## config.mk

```make
export PLATFORM = sky130hd
export DESIGN_NAME = row_count_of_matrix_minimum_unit_flat
export DESIGN_NICKNAME = d
export VERILOG_FILES = /design/src/rtl/rcmm_pkg.sv /design/src/rtl/rcmm_if.sv /design/src/rtl/rcmm_cell.sv /design/src/rtl/row_count_of_matrix_minimum_unit.sv /design/src/flat_wrapper.sv
export SDC_FILE = /design/constraint.sdc
export NUM_CORES = 1
export LEC_CHECK = 0
export ABC_CLOCK_PERIOD_IN_PS = 3100
export BUFFER_PORTS_ARGS = -buffer_cell sky130_fd_sc_hd__buf_2
export CAP_MARGIN = 20
export CORE_ASPECT_RATIO = 1.4
export CORE_MARGIN = 3
export CORE_UTILIZATION = 30
export DETAILED_ROUTE_END_ITERATION = 16
export PLACE_DENSITY_LB_ADDON = 0.15
export SLEW_MARGIN = 20
export SYNTH_ARGS = -nofsm -noshare
export SYNTH_HDL_FRONTEND = slang
export SYNTH_SLANG_ARGS = --single-unit
```

## constraint.sdc

```tcl
create_clock -name clk -period 3.1 [get_ports clk]
set_input_delay 0.155 -clock clk [delete_from_list [all_inputs] [get_ports clk]]
set_output_delay 0.155 -clock clk [all_outputs]
set_load 0.05 [all_outputs]
```

## src/rtl/rcmm_pkg.sv

```systemverilog
// ----------------------------------------------------------------------------
// rcmm_pkg: shared types and constants
// Field widths, register indexes and the control struct that drives the
// row of count cells.
// ----------------------------------------------------------------------------
package rcmm_pkg;

    // payload widths
    localparam int ELEM_W     = 32;
    localparam int ROW_IDX_W  = 6;
    localparam int COUNT_W    = 7;
    localparam int CFG_DATA_W = 7;
    localparam int CFG_IDX_W  = 8;

    // size limits
    localparam int DEF_MAX_ROWS = 64;
    localparam int DEF_MAX_COLS = 64;

    // register indexes
    localparam logic [CFG_IDX_W-1:0] REG_NUM_ROWS = 8'd0;
    localparam logic [CFG_IDX_W-1:0] REG_NUM_COLS = 8'd1;

    // count saturation and minimum reset value
    localparam logic [COUNT_W-1:0] COUNT_MAX = 7'h7F;
    localparam logic signed [ELEM_W-1:0] MIN_RESET = 32'sh7FFF_FFFF;

    // control broadcast to every cell
    typedef struct packed {
        logic                 clear;  // zero all counts
        logic                 shift;  // move counts one cell towards the output
        logic                 less;   // new strict minimum
        logic                 equal;  // element equals the minimum
        logic [ROW_IDX_W-1:0] row;    // row of the current element
    } cell_ctrl_t;

endpackage

```

## src/rtl/rcmm_if.sv

```systemverilog
// ----------------------------------------------------------------------------
// rcmm interfaces: element, result and configuration channels
// Valid/ready channels; a request moves when valid and ready are both high.
// ----------------------------------------------------------------------------

// element stream
interface rcmm_elem_if;
    logic                                      valid;
    logic                                      ready;
    logic signed [rcmm_pkg::ELEM_W-1:0]        element_value;

    modport source (output valid, output element_value, input ready);
    modport sink   (input valid, input element_value, output ready);
endinterface

// per-row results
interface rcmm_result_if;
    logic                                      valid;
    logic                                      ready;
    logic [rcmm_pkg::ROW_IDX_W-1:0]            row_index;
    logic [rcmm_pkg::COUNT_W-1:0]              min_count;
    logic                                      last_row;

    modport source (output valid, output row_index, output min_count,
                    output last_row, input ready);
    modport sink   (input valid, input row_index, input min_count,
                    input last_row, output ready);
endinterface

// register writes
interface rcmm_cfg_if;
    logic                                      valid;
    logic                                      ready;
    logic [rcmm_pkg::CFG_IDX_W-1:0]            index;
    logic [rcmm_pkg::CFG_DATA_W-1:0]           data;

    modport source (output valid, output index, output data, input ready);
    modport sink   (input valid, input index, input data, output ready);
endinterface

```

## src/rtl/rcmm_cell.sv

```systemverilog
// ----------------------------------------------------------------------------
// rcmm_cell: one row count
// Holds the minimum count of one row; updates on element events and hands
// its count to the neighbour nearer the output while the results drain.
// ----------------------------------------------------------------------------
module rcmm_cell #(
    parameter int IDX = 0
) (
    input  logic                                clk,
    input  logic                                rst_n,
    input  rcmm_pkg::cell_ctrl_t                ctrl,
    input  logic [rcmm_pkg::COUNT_W-1:0]        count_in,
    output logic [rcmm_pkg::COUNT_W-1:0]        count_out
);

    localparam logic [rcmm_pkg::ROW_IDX_W-1:0] MY_ROW = rcmm_pkg::ROW_IDX_W'(IDX);

    logic [rcmm_pkg::COUNT_W-1:0] count_reg;
    logic [rcmm_pkg::COUNT_W-1:0] count_next;
    logic                         sel;

    assign sel = (ctrl.row == MY_ROW);

    // count update
    always_comb
    begin
        count_next = count_reg;
        if (ctrl.clear)
        begin
            count_next = '0;
        end
        else if (ctrl.shift)
        begin
            count_next = count_in;
        end
        else if (ctrl.less)
        begin
            count_next = sel ? rcmm_pkg::COUNT_W'(1) : '0;
        end
        else if (ctrl.equal && sel && (count_reg != rcmm_pkg::COUNT_MAX))
        begin
            count_next = count_reg + rcmm_pkg::COUNT_W'(1);
        end
    end

    always_ff @(posedge clk or negedge rst_n)
    begin
        if (!rst_n)
        begin
            count_reg <= '0;
        end
        else
        begin
            count_reg <= count_next;
        end
    end

    assign count_out = count_reg;

endmodule

```

## src/rtl/row_count_of_matrix_minimum_unit.sv

```systemverilog
// ----------------------------------------------------------------------------
// row_count_of_matrix_minimum_unit: per-row counts of the global minimum
// Streams a signed matrix in row-major order and reports, per row, how often
// the global minimum occurs.
// ----------------------------------------------------------------------------
// Usage
//   cfg  : register writes, index 0 = num_rows, index 1 = num_cols (1..64).
//          Any write to a known register abandons the matrix in progress;
//          writes are always taken (ready tied high).
//   elem : one element per request, row-major. One element is taken per
//          cycle while the matrix is being read; each element only does a
//          compare against the running minimum and a count update in the
//          row chain (one cell, or every cell on a new strict minimum).
//   res  : after the last element, one request per row in row order, the
//          final one with last_row set. The counts leave through the cell
//          chain, one row per cycle while the receiver takes them, into
//          one output register stage. Elements are held off while rows
//          drain; the next matrix may start while the final result still
//          waits in the output register.
//   A stalled receiver holds the output register and freezes the chain.
//   Reset: num_rows = num_cols = 1, minimum at the largest positive value,
//   all counts zero, no result pending.
// ----------------------------------------------------------------------------
module row_count_of_matrix_minimum_unit #(
    parameter int MAX_ROWS = rcmm_pkg::DEF_MAX_ROWS,
    parameter int MAX_COLS = rcmm_pkg::DEF_MAX_COLS
) (
    input  logic          clk,
    input  logic          rst_n,
    rcmm_cfg_if.sink      cfg,
    rcmm_elem_if.sink     elem,
    rcmm_result_if.source res
);

    localparam int CW       = rcmm_pkg::CFG_DATA_W;
    localparam int COLS_CAP = (MAX_COLS > 127) ? 127 : MAX_COLS;
    localparam int ROW_W    = (MAX_ROWS > 1) ? $clog2(MAX_ROWS) : 1;
    localparam int COL_W    = (COLS_CAP > 1) ? $clog2(COLS_CAP) : 1;

    typedef enum logic [1:0] {
        ST_ACCEPT = 2'b01,
        ST_DRAIN  = 2'b10
    } state_t;

    state_t state_reg, state_next;

    logic [CW-1:0]                      num_rows_reg, num_rows_next;
    logic [CW-1:0]                      num_cols_reg, num_cols_next;
    logic signed [rcmm_pkg::ELEM_W-1:0] min_reg, min_next;
    logic [ROW_W-1:0]                   row_reg, row_next;
    logic [COL_W-1:0]                   col_reg, col_next;
    logic [ROW_W-1:0]                   drain_reg, drain_next;

    logic                               out_valid_reg, out_valid_next;
    logic [rcmm_pkg::ROW_IDX_W-1:0]     out_row_reg, out_row_next;
    logic [rcmm_pkg::COUNT_W-1:0]       out_count_reg, out_count_next;
    logic                               out_last_reg, out_last_next;

    logic [CW-1:0] rows_last;
    logic [CW-1:0] cols_last;
    logic          cfg_wr;
    logic          cfg_hit;
    logic          take;
    logic          is_less;
    logic          is_equal;
    logic          col_end;
    logic          row_end;
    logic          load;
    logic          drain_end;

    rcmm_pkg::cell_ctrl_t ctrl;

    logic [rcmm_pkg::COUNT_W-1:0] chain [MAX_ROWS+1];

    // effective sizes, zero taken as one and large values capped
    always_comb
    begin
        if (num_rows_reg == '0)
        begin
            rows_last = '0;
        end
        else if (num_rows_reg > CW'(MAX_ROWS))
        begin
            rows_last = CW'(MAX_ROWS - 1);
        end
        else
        begin
            rows_last = num_rows_reg - CW'(1);
        end

        if (num_cols_reg == '0)
        begin
            cols_last = '0;
        end
        else if (num_cols_reg > CW'(COLS_CAP))
        begin
            cols_last = CW'(COLS_CAP - 1);
        end
        else
        begin
            cols_last = num_cols_reg - CW'(1);
        end
    end

    // handshakes
    assign cfg.ready = 1'b1;
    assign cfg_wr    = cfg.valid && cfg.ready;
    assign cfg_hit   = cfg_wr && ((cfg.index == rcmm_pkg::REG_NUM_ROWS) ||
                                  (cfg.index == rcmm_pkg::REG_NUM_COLS));

    assign elem.ready = (state_reg == ST_ACCEPT);
    assign take       = elem.valid && elem.ready;

    assign is_less  = take && (elem.element_value < min_reg);
    assign is_equal = take && (elem.element_value == min_reg);

    assign col_end = (CW'(col_reg) == cols_last);
    assign row_end = (CW'(row_reg) == rows_last);

    assign load      = (state_reg == ST_DRAIN) && (!out_valid_reg || res.ready);
    assign drain_end = load && (CW'(drain_reg) == rows_last);

    // cell control
    always_comb
    begin
        ctrl.clear = cfg_hit || drain_end;
        ctrl.shift = load;
        ctrl.less  = is_less;
        ctrl.equal = is_equal;
        ctrl.row   = rcmm_pkg::ROW_IDX_W'(row_reg);
    end

    // row of count cells, drained towards cell 0
    assign chain[MAX_ROWS] = '0;

    for (genvar g = 0; g < MAX_ROWS; g++)
    begin : g_cell
        rcmm_cell #(
            .IDX (g)
        ) u_cell (
            .clk       (clk),
            .rst_n     (rst_n),
            .ctrl      (ctrl),
            .count_in  (chain[g+1]),
            .count_out (chain[g])
        );
    end

    // sequencing of position, minimum and drain
    always_comb
    begin
        state_next     = state_reg;
        num_rows_next  = num_rows_reg;
        num_cols_next  = num_cols_reg;
        min_next       = min_reg;
        row_next       = row_reg;
        col_next       = col_reg;
        drain_next     = drain_reg;
        out_valid_next = out_valid_reg;
        out_row_next   = out_row_reg;
        out_count_next = out_count_reg;
        out_last_next  = out_last_reg;

        if (res.ready)
        begin
            out_valid_next = 1'b0;
        end

        case (state_reg)
            ST_ACCEPT:
            begin
                if (take)
                begin
                    if (is_less)
                    begin
                        min_next = elem.element_value;
                    end
                    if (col_end)
                    begin
                        col_next = '0;
                        if (row_end)
                        begin
                            row_next   = '0;
                            drain_next = '0;
                            state_next = ST_DRAIN;
                        end
                        else
                        begin
                            row_next = row_reg + ROW_W'(1);
                        end
                    end
                    else
                    begin
                        col_next = col_reg + COL_W'(1);
                    end
                end
            end
            ST_DRAIN:
            begin
                if (load)
                begin
                    out_valid_next = 1'b1;
                    out_row_next   = rcmm_pkg::ROW_IDX_W'(drain_reg);
                    out_count_next = chain[0];
                    out_last_next  = drain_end;
                    drain_next     = drain_reg + ROW_W'(1);
                    if (drain_end)
                    begin
                        min_next   = rcmm_pkg::MIN_RESET;
                        state_next = ST_ACCEPT;
                    end
                end
            end
            default:
            begin
                state_next = ST_ACCEPT;
            end
        endcase

        // writes to known registers restart the matrix
        if (cfg_wr && (cfg.index == rcmm_pkg::REG_NUM_ROWS))
        begin
            num_rows_next = cfg.data;
        end
        if (cfg_wr && (cfg.index == rcmm_pkg::REG_NUM_COLS))
        begin
            num_cols_next = cfg.data;
        end
        if (cfg_hit)
        begin
            min_next   = rcmm_pkg::MIN_RESET;
            row_next   = '0;
            col_next   = '0;
            state_next = ST_ACCEPT;
        end
    end

    // control registers
    always_ff @(posedge clk or negedge rst_n)
    begin
        if (!rst_n)
        begin
            state_reg     <= ST_ACCEPT;
            num_rows_reg  <= CW'(1);
            num_cols_reg  <= CW'(1);
            min_reg       <= rcmm_pkg::MIN_RESET;
            row_reg       <= '0;
            col_reg       <= '0;
            drain_reg     <= '0;
            out_valid_reg <= 1'b0;
        end
        else
        begin
            state_reg     <= state_next;
            num_rows_reg  <= num_rows_next;
            num_cols_reg  <= num_cols_next;
            min_reg       <= min_next;
            row_reg       <= row_next;
            col_reg       <= col_next;
            drain_reg     <= drain_next;
            out_valid_reg <= out_valid_next;
        end
    end

    // output payload
    always_ff @(posedge clk)
    begin
        out_row_reg   <= out_row_next;
        out_count_reg <= out_count_next;
        out_last_reg  <= out_last_next;
    end

    assign res.valid     = out_valid_reg;
    assign res.row_index = out_row_reg;
    assign res.min_count = out_count_reg;
    assign res.last_row  = out_last_reg;

endmodule

```

## src/flat_wrapper.sv

```systemverilog
// flat-port wrapper written by rule: the top's interface ports become plain ports
module row_count_of_matrix_minimum_unit_flat 
#(
    parameter int MAX_ROWS = rcmm_pkg::DEF_MAX_ROWS,
    parameter int MAX_COLS = rcmm_pkg::DEF_MAX_COLS
)
  (clk, rst_n, cfg_valid, cfg_index, cfg_data, cfg_ready, elem_valid, elem_element_value, elem_ready, res_valid, res_row_index, res_min_count, res_last_row, res_ready);
  rcmm_cfg_if cfg_i ();
  rcmm_elem_if elem_i ();
  rcmm_result_if res_i ();
  input  logic clk;
  input  logic rst_n;
  input wire logic [$bits(cfg_i.valid)-1:0] cfg_valid;
  input wire logic [$bits(cfg_i.index)-1:0] cfg_index;
  input wire logic [$bits(cfg_i.data)-1:0] cfg_data;
  output wire logic [$bits(cfg_i.ready)-1:0] cfg_ready;
  input wire logic [$bits(elem_i.valid)-1:0] elem_valid;
  input wire logic [$bits(elem_i.element_value)-1:0] elem_element_value;
  output wire logic [$bits(elem_i.ready)-1:0] elem_ready;
  output wire logic [$bits(res_i.valid)-1:0] res_valid;
  output wire logic [$bits(res_i.row_index)-1:0] res_row_index;
  output wire logic [$bits(res_i.min_count)-1:0] res_min_count;
  output wire logic [$bits(res_i.last_row)-1:0] res_last_row;
  input wire logic [$bits(res_i.ready)-1:0] res_ready;
  assign cfg_i.valid = cfg_valid;
  assign cfg_i.index = cfg_index;
  assign cfg_i.data = cfg_data;
  assign cfg_ready = cfg_i.ready;
  assign elem_i.valid = elem_valid;
  assign elem_i.element_value = elem_element_value;
  assign elem_ready = elem_i.ready;
  assign res_valid = res_i.valid;
  assign res_row_index = res_i.row_index;
  assign res_min_count = res_i.min_count;
  assign res_last_row = res_i.last_row;
  assign res_i.ready = res_ready;
  row_count_of_matrix_minimum_unit #(.MAX_ROWS(MAX_ROWS), .MAX_COLS(MAX_COLS)) u_core (.clk(clk), .rst_n(rst_n), .cfg(cfg_i), .elem(elem_i), .res(res_i));
endmodule
```

==> results of run 1 <==
## routing by layer
layer | track usage | vias to the layer above | wire length, um
met5 | 0 | - | 0
met4 | 0.0788 | 0 | 5860
met3 | 0.0212 | 259 | 5210
met2 | 0.378 | 894 | 70500
met1 | 0.275 | 17600 | 59800
li1 | - | 16000 | -
## synthesized netlist by cell type, types with 31 or more instances
master / instances / area [um2]
dfrtp_1: 481 / 12000
a21oi_1: 398 / 1990
nand2_1: 377 / 1420
nor3_1: 246 / 1230
a31oi_1: 240 / 1500
and3_1: 213 / 1330
clkbuf_1: 210 / 788
o21ai_0: 188 / 941
a22oi_1: 157 / 1180
nor2_1: 112 / 420
ha_1: 108 / 1350
a2bb2oi_1: 100 / 876
inv_1: 85 / 319
o31ai_1: 83 / 623
o21a_1: 68 / 510
nand3_1: 67 / 335
xor2_1: 67 / 587
a211oi_1: 65 / 488
a211o_1: 62 / 543
o221a_1: 56 / 631
o221a_2: 47 / 529
nor2b_1: 42 / 263
buf_2: 38 / 190
dfstp_2: 34 / 893
a221oi_1: 31 / 272
o22a_1: 31 / 272
## what timing repair did
action / 4_1_cts / 5_1_grt
gates cloned: 3 / 44
setup endpoints to repair: 201 / 482
resized for setup: 18 / 587
buffers inserted: 14 / 100
pin swaps: 14 / 220
hold buffers: 47 / 0
endpoints found under the hold margin: 436 / 0
## per-stage QoR
step                      instances  hold WS (ns)  total power, mW  setup slack [ns]  utilization
after floorplan                3885        -0.141             12.8            0.0256            -
after global placement         5541        0.0415             16.3            -0.108        0.349
after detailed placement       5541        0.0427             16.3            -0.122        0.349
after global routing           5849        0.0873             29.0            -0.173        0.418
final                          5850        0.0657             27.7           -0.0212        0.418
after CTS                      5713       0.00775             24.4           -0.0412        0.374
## power groups by stage
stage / Sequential, mW / Combinational [mW] / Clock [mW]
2_1_floorplan: 8.53 / 4.31 / 0
3_3_place_gp: 8.87 / 7.42 / 0
3_5_place_dp: 8.87 / 7.47 / 0
4_1_cts: 8.75 / 7.77 / 7.91
5_1_grt: 9.03 / 11.9 / 8.12
6_report: 8.92 / 11.0 / 7.70
## area by class of cell
cell class,count,area (um2)
diodes,1,2.50
clock buffers,82,1710
clock inverters,26,324
fillers,11000,65200
inverters,86,330
multi-input cells,3008,22100
flip-flops and latches,529,13400
well taps,1470,1840
repair buffers,648,7230
## how the worst min path moves through the flow
stage                                                                   to    startpoint  cells after the start
after CTS                                  u_core.state_reg[1]$_DFFE_PN0P_  cfg_index[7]                      4
after detailed placement  u_core.g_cell[4].u_cell.count_out[6]$_DFFE_PN0P_         rst_n                      1
after global routing                       u_core.state_reg[1]$_DFFE_PN0P_  cfg_index[6]                      4
after global placement    u_core.g_cell[4].u_cell.count_out[6]$_DFFE_PN0P_         rst_n                      1
after floorplan                              u_core.col_reg[0]$_DFFE_PN0P_         rst_n                      0
final                                      u_core.state_reg[1]$_DFFE_PN0P_  cfg_index[6]                      4
## critical path, stage by stage, from the launching register on
cell,delay [ns]
dfstp_2,0.53
inv_1,0.04
ha_1,0.28
buf_4,0.12
nand4_1,0.14
a311oi_2,0.43
o41ai_4,0.12
buf_4,0.16
a21oi_4,0.12
buf_6,0.17
nand2_8,0.10
buf_12,0.18
buf_12,0.14
o32a_1,0.34
nor3_2,0.16
## kinds of logic (layout without fill, tap and decap cells)
family | after synthesis | after routing | share of synthesized area
buffers and inverters | 349 | 842 | 0.0411
adder cells (fa/ha/maj) | 108 | 108 | 0.0397
AO/OA/AOI/OAI | 1637 | 1637 | 0.332
flip-flops | 529 | 529 | 0.392
multiplexers | 14 | 14 | 0.00456
AND/OR/NAND/NOR | 1170 | 1171 | 0.170
other | 1 | 2 | 0.000110
XOR/XNOR | 77 | 77 | 0.0198
==> reports/metrics.cfg, run 1 <==
[floorplanning]
die_w_um=291
die_h_um=404
row_count=145
design.core.area_mm2=0.112
dieArea_mm2=0.118
io_pins=69
start_util=0.303

[setup_path]
reg2reg_from=u_core.min_reg[7]$_DFFE_PN1P_
r2r_end=u_core.g_cell[3].u_cell.count_out[5]$_DFFE_PN0P_
path_class=reg -> reg
critPathArrivalTime_ns=3.69
worst_setup_path_end_kind=register
crit_fanout=7
critPathLaunch=u_core.min_reg[7]$_DFFE_PN1P_
cp-start-kind=register
worstSetupEndpoint=u_core.g_cell[3].u_cell.count_out[5]$_DFFE_PN0P_
required_ns=3.67
reg2reg_depth=14
r2r_slack_ns=-0.02

[sta]
setup_tns_ns=-0.168
rsz0062_at_grt=true
worst_slew_pin_slew_ns=0.887
period_share=1.01
setup_viol=13
relSlewSlack=0.409
skew_ns=0.0252
drv_slew=0
max_freq_ghz=0.320
worst_slack_ns=-0.0212
finalHoldViolCount=0
min_period_ns=3.12

[route]
drtIter0Drc=2460
routed_wl_um=141000
routedWlPerCell_um=24.2
vias_per_cell=5.95
ant_nets=0
vias=34800
firstDrtPassIters=6
drc=0

[run_status]
violations=setup timing
status=finished with violations

[final_layout]
mostFrequentLayoutCell=dfrtp_1
final_cell_area_mm2=0.0469
area_growth_pct=37.9
largest_register_ffs=448
drive_above_1_share=0.266
nets=4493
layout_common_cells=dfrtp_1 (481), nand2_1 (374), a21oi_1 (360)

[global_routing]
grt-ovfl-total=0
track_usage=0.216
grt_pass1_vias=33500
antenna_found_initial=0
grt_max_degree=124
grt_pass1_wl_um=204000

[power]
powerDensity_mw_per_mm2=590
combPwrFrac=0.399
p_int_mw=17.8
p_clk_frac=0.278
vdd_drop_max_mv=0.444
sw_frac_of_total=0.358
seqPwrFrac=0.322
p_sw_mw=9.91
cellLeakagePower_nw=18.6

[clocking]
cts_buffers=60
clkLatencyLatePin_ns=0.66
cts_tree=yes
root_buffer=clkbuf_16
clock-sinks=529
htree_levels=2
clk_path_buf_depth=3
path_clk_slew_ns=0.06

[placed_design]
dp.final_hpwl_um=86500
dpl_cell_area_mm2=0.0391
portBuffers=67
gp_congestion=0.840

[synth]
syn-cell-area_mm2=0.0340
syn_inst=3885
synth_fp_nets=4045
ys_seq_elements=529
synth_edf_count=14
postSynthAreaPerCell_um2=8.76
synthArstFlopShare=0.974
synth_flop_cell=dfrtp_1
ys_warn_count=0
seq_area_frac_synth=0.392
yosysUniqueCellTypes=81

[min_path]
hold_path_class=in -> reg

[flow_run]
timing.max_cap.violations=0

Power figures use the tool's default switching activity.
==> inputs of run 2 (changes only) <==
CORE_MARGIN = 1.5   (was 3)
GPL_ROUTABILITY_DRIVEN = 0   (was unset)
==> run 2 against run 1 <==
  * The flow now finishes without violations
  * Routed wire length fell by 2.0%
  * First-iteration DRC count up 4.0%
  * Worst setup slack better by 0.025 ns
  * Sequential share of layout area grew 1.1 points
  * Critical path depth is 1 lower
  * Highest routed layer unchanged
==> reports/metrics.cfg, run 2 (same netlist as run 1, synthesis figures left out) <==
[run_status]
status=finished, final reports clean  ; was finished with violations

[sta]
max_freq_ghz=0.323  ; was 0.320 GHz
skew_ns=0.0319  ; was 0.0252 ns
relSlewSlack=0.352  ; was 0.409
rsz0062_at_grt=true  ; unchanged
holdWs_ns=0.0741  ; was 0.0657 ns
setup_viol=0  ; was 13
drv_slew=0  ; unchanged
worst_slew_pin_slew_ns=0.972  ; was 0.887 ns
finalHoldViolCount=0  ; unchanged
period_share=0.999  ; was 1.01
min_period_ns=3.10  ; was 3.12 ns

[route]
ant_nets=0  ; unchanged
drc=0  ; unchanged
top_layer_used=met4  ; unchanged
drtIter0Drc=2559  ; was 2460
firstDrtPassIters=6  ; unchanged
routedWlPerCell_um=23.9  ; was 24.2 um
vias_per_cell=5.94  ; was 5.95
met1_length_um=58000  ; was 59800 um
wl_met3_um=4990  ; was 5210 um
wl_met2_um=70200  ; was 70500 um
routed_wl_um=139000  ; was 141000 um
vias=34400  ; was 34800

[final_layout]
area_growth_pct=32.9  ; was 37.9%
nets=4427  ; was 4493
seq_area_mm2=0.0134  ; unchanged
mostFrequentLayoutCell=dfrtp_1  ; unchanged
diodes=0  ; was 1
nFillCells=11300  ; was 11000
largest_register_ffs=448  ; unchanged
multi_input_area_mm2=0.0211  ; was 0.0221 mm2
drive_above_1_share=0.237  ; was 0.266
layout_common_cells=dfrtp_1 (481), nand2_1 (374), a21oi_1 (365)  ; was dfrtp_1 (481), nand2_1 (374), a21oi_1 (360)

[setup_path]
crit_fanout=16  ; was 7
worst_setup_path_end_kind=register  ; unchanged
required_ns=3.62  ; was 3.67 ns
path_class=reg -> reg  ; unchanged
critPathArrivalTime_ns=3.62  ; was 3.69 ns
cp-start-kind=register  ; unchanged

[global_routing]
antenna_found_initial=0  ; unchanged
grt_max_degree=99  ; was 124
grt_pass1_wl_um=202000  ; was 204000 um
grt_pass1_vias=33600  ; was 33500
grt-ovfl-total=0  ; unchanged
track_usage=0.218  ; was 0.216

[power]
cellLeakagePower_nw=18.0  ; was 18.6 nW
power_mw=26.3  ; was 27.7 mW
powerDensity_mw_per_mm2=583  ; was 590 mW/mm2
vdd_drop_max_mv=0.521  ; was 0.444 mV

[clocking]
path_clk_slew_ns=0.06  ; about the same
clk_path_buf_depth=3  ; unchanged
cts_buffers=58  ; was 60
root_buffer=clkbuf_16  ; unchanged
clock-sinks=529  ; unchanged
cts_tree=yes  ; unchanged
htree_levels=2  ; unchanged
clkLatencyLatePin_ns=0.67  ; was 0.66 ns

[floorplanning]
io_pins=69  ; unchanged
die_w_um=288  ; was 291 um
row_count=146  ; was 145
dieArea_mm2=0.115  ; was 0.118 mm2
start_util=0.301  ; was 0.303
design.core.area_mm2=0.113  ; was 0.112 mm2
die_h_um=401  ; was 404 um

[min_path]
hold_path_class=in -> reg  ; unchanged

[placed_design]
portBuffers=67  ; unchanged
dp.final_hpwl_um=85900  ; was 86500 um

[flow_run]
timing.max_cap.violations=0  ; unchanged

run 2: final cells by class:
type                    count  share of cell area
multi-input cells        3007               0.468
inverters                  86             0.00731
repair buffers            585               0.147
clock inverters            23             0.00426
flip-flops and latches    529               0.295
clock buffers              85              0.0379
well taps                1480              0.0410
run 2: power by group:
| part | total [mW] | switching [mW] | internal (mW) | leakage [nW] |
|---|---|---|---|---|
| combinational | 10.2 | 5.46 | 4.77 | 10.0 |
| clock | 7.29 | 3.23 | 4.06 | 0.952 |
| sequential | 8.82 | 0.974 | 7.85 | 7.05 |
run 2: worst paths after layout:
check | from | to | cells after the start | slack [ns]
hold / removal | cfg_index[3] | u_core.state_reg[1]$_DFFE_PN0P_ | 4 | 0.07
setup / recovery | u_core.min_reg[26]$_DFFE_PN1P_ | u_core.g_cell[2].u_cell.count_out[5]$_DFFE_PN0P_ | 13 | 0.004
min in group asynchronous | rst_n | u_core.g_cell[36].u_cell.count_out[4]$_DFFE_PN0P_ | 2 | 0.09
max in group asynchronous | rst_n | u_core.g_cell[43].u_cell.count_out[3]$_DFFE_PN0P_ | 3 | 1.98
setup reg to reg | u_core.min_reg[26]$_DFFE_PN1P_ | u_core.g_cell[2].u_cell.count_out[5]$_DFFE_PN0P_ | 13 | 0.004
hold reg to reg | u_core.min_reg[29]$_DFFE_PN1P_ | u_core.min_reg[29]$_DFFE_PN1P_ | 1 | 0.51
run 2: what timing repair did:
| item | in CTS | in global routing |
|---|---|---|
| resized for setup | 32 | 433 |
| cloned | 6 | 42 |
| hold endpoints to repair | 100 | 0 |
| buffers inserted | 9 | 73 |
| pin swaps | 20 | 197 |
| hold buffers | 46 | 0 |
| endpoints found under the setup margin | 402 | 481 |
run 2: stage by stage:
step | area [um2] | setup slack [ns] | TNS, ns | util | instances
2_1_floorplan | 34000 | 0.0256 | 0 | - | 3885
5_1_grt | 45200 | -0.134 | -14.46 | 0.401 | 5795
3_3_place_gp | 38800 | -0.312 | -42.23 | 0.344 | 5515
6_report | 45200 | 0.00360 | 0 | 0.401 | 5795
4_1_cts | 41600 | -0.0500 | -0.572 | 0.369 | 5684
3_5_place_dp | 38800 | -0.305 | -27.02 | 0.344 | 5515
run 2: metal layers:
| layer | track usage | up-vias |
|---|---|---|
| met5 | 0 | - |
| met4 | 0.0739 | 0 |
| met3 | 0.0213 | 223 |
| met2 | 0.390 | 830 |
| met1 | 0.271 | 17500 |
| li1 | - | 15800 |
run 2: worst max-delay path: stages, from the launching register on:
cell and delay [ns]:
dfstp_2 0.53, inv_1 0.06, ha_4 0.27, nand4_1 0.15, nor4_2 0.29, buf_4 0.16
buf_4 0.12, nand4_1 0.09, buf_6 0.17, buf_12 0.16, a211o_1 0.28, or3_1 0.33
a32oi_2 0.23, nor3_1 0.07
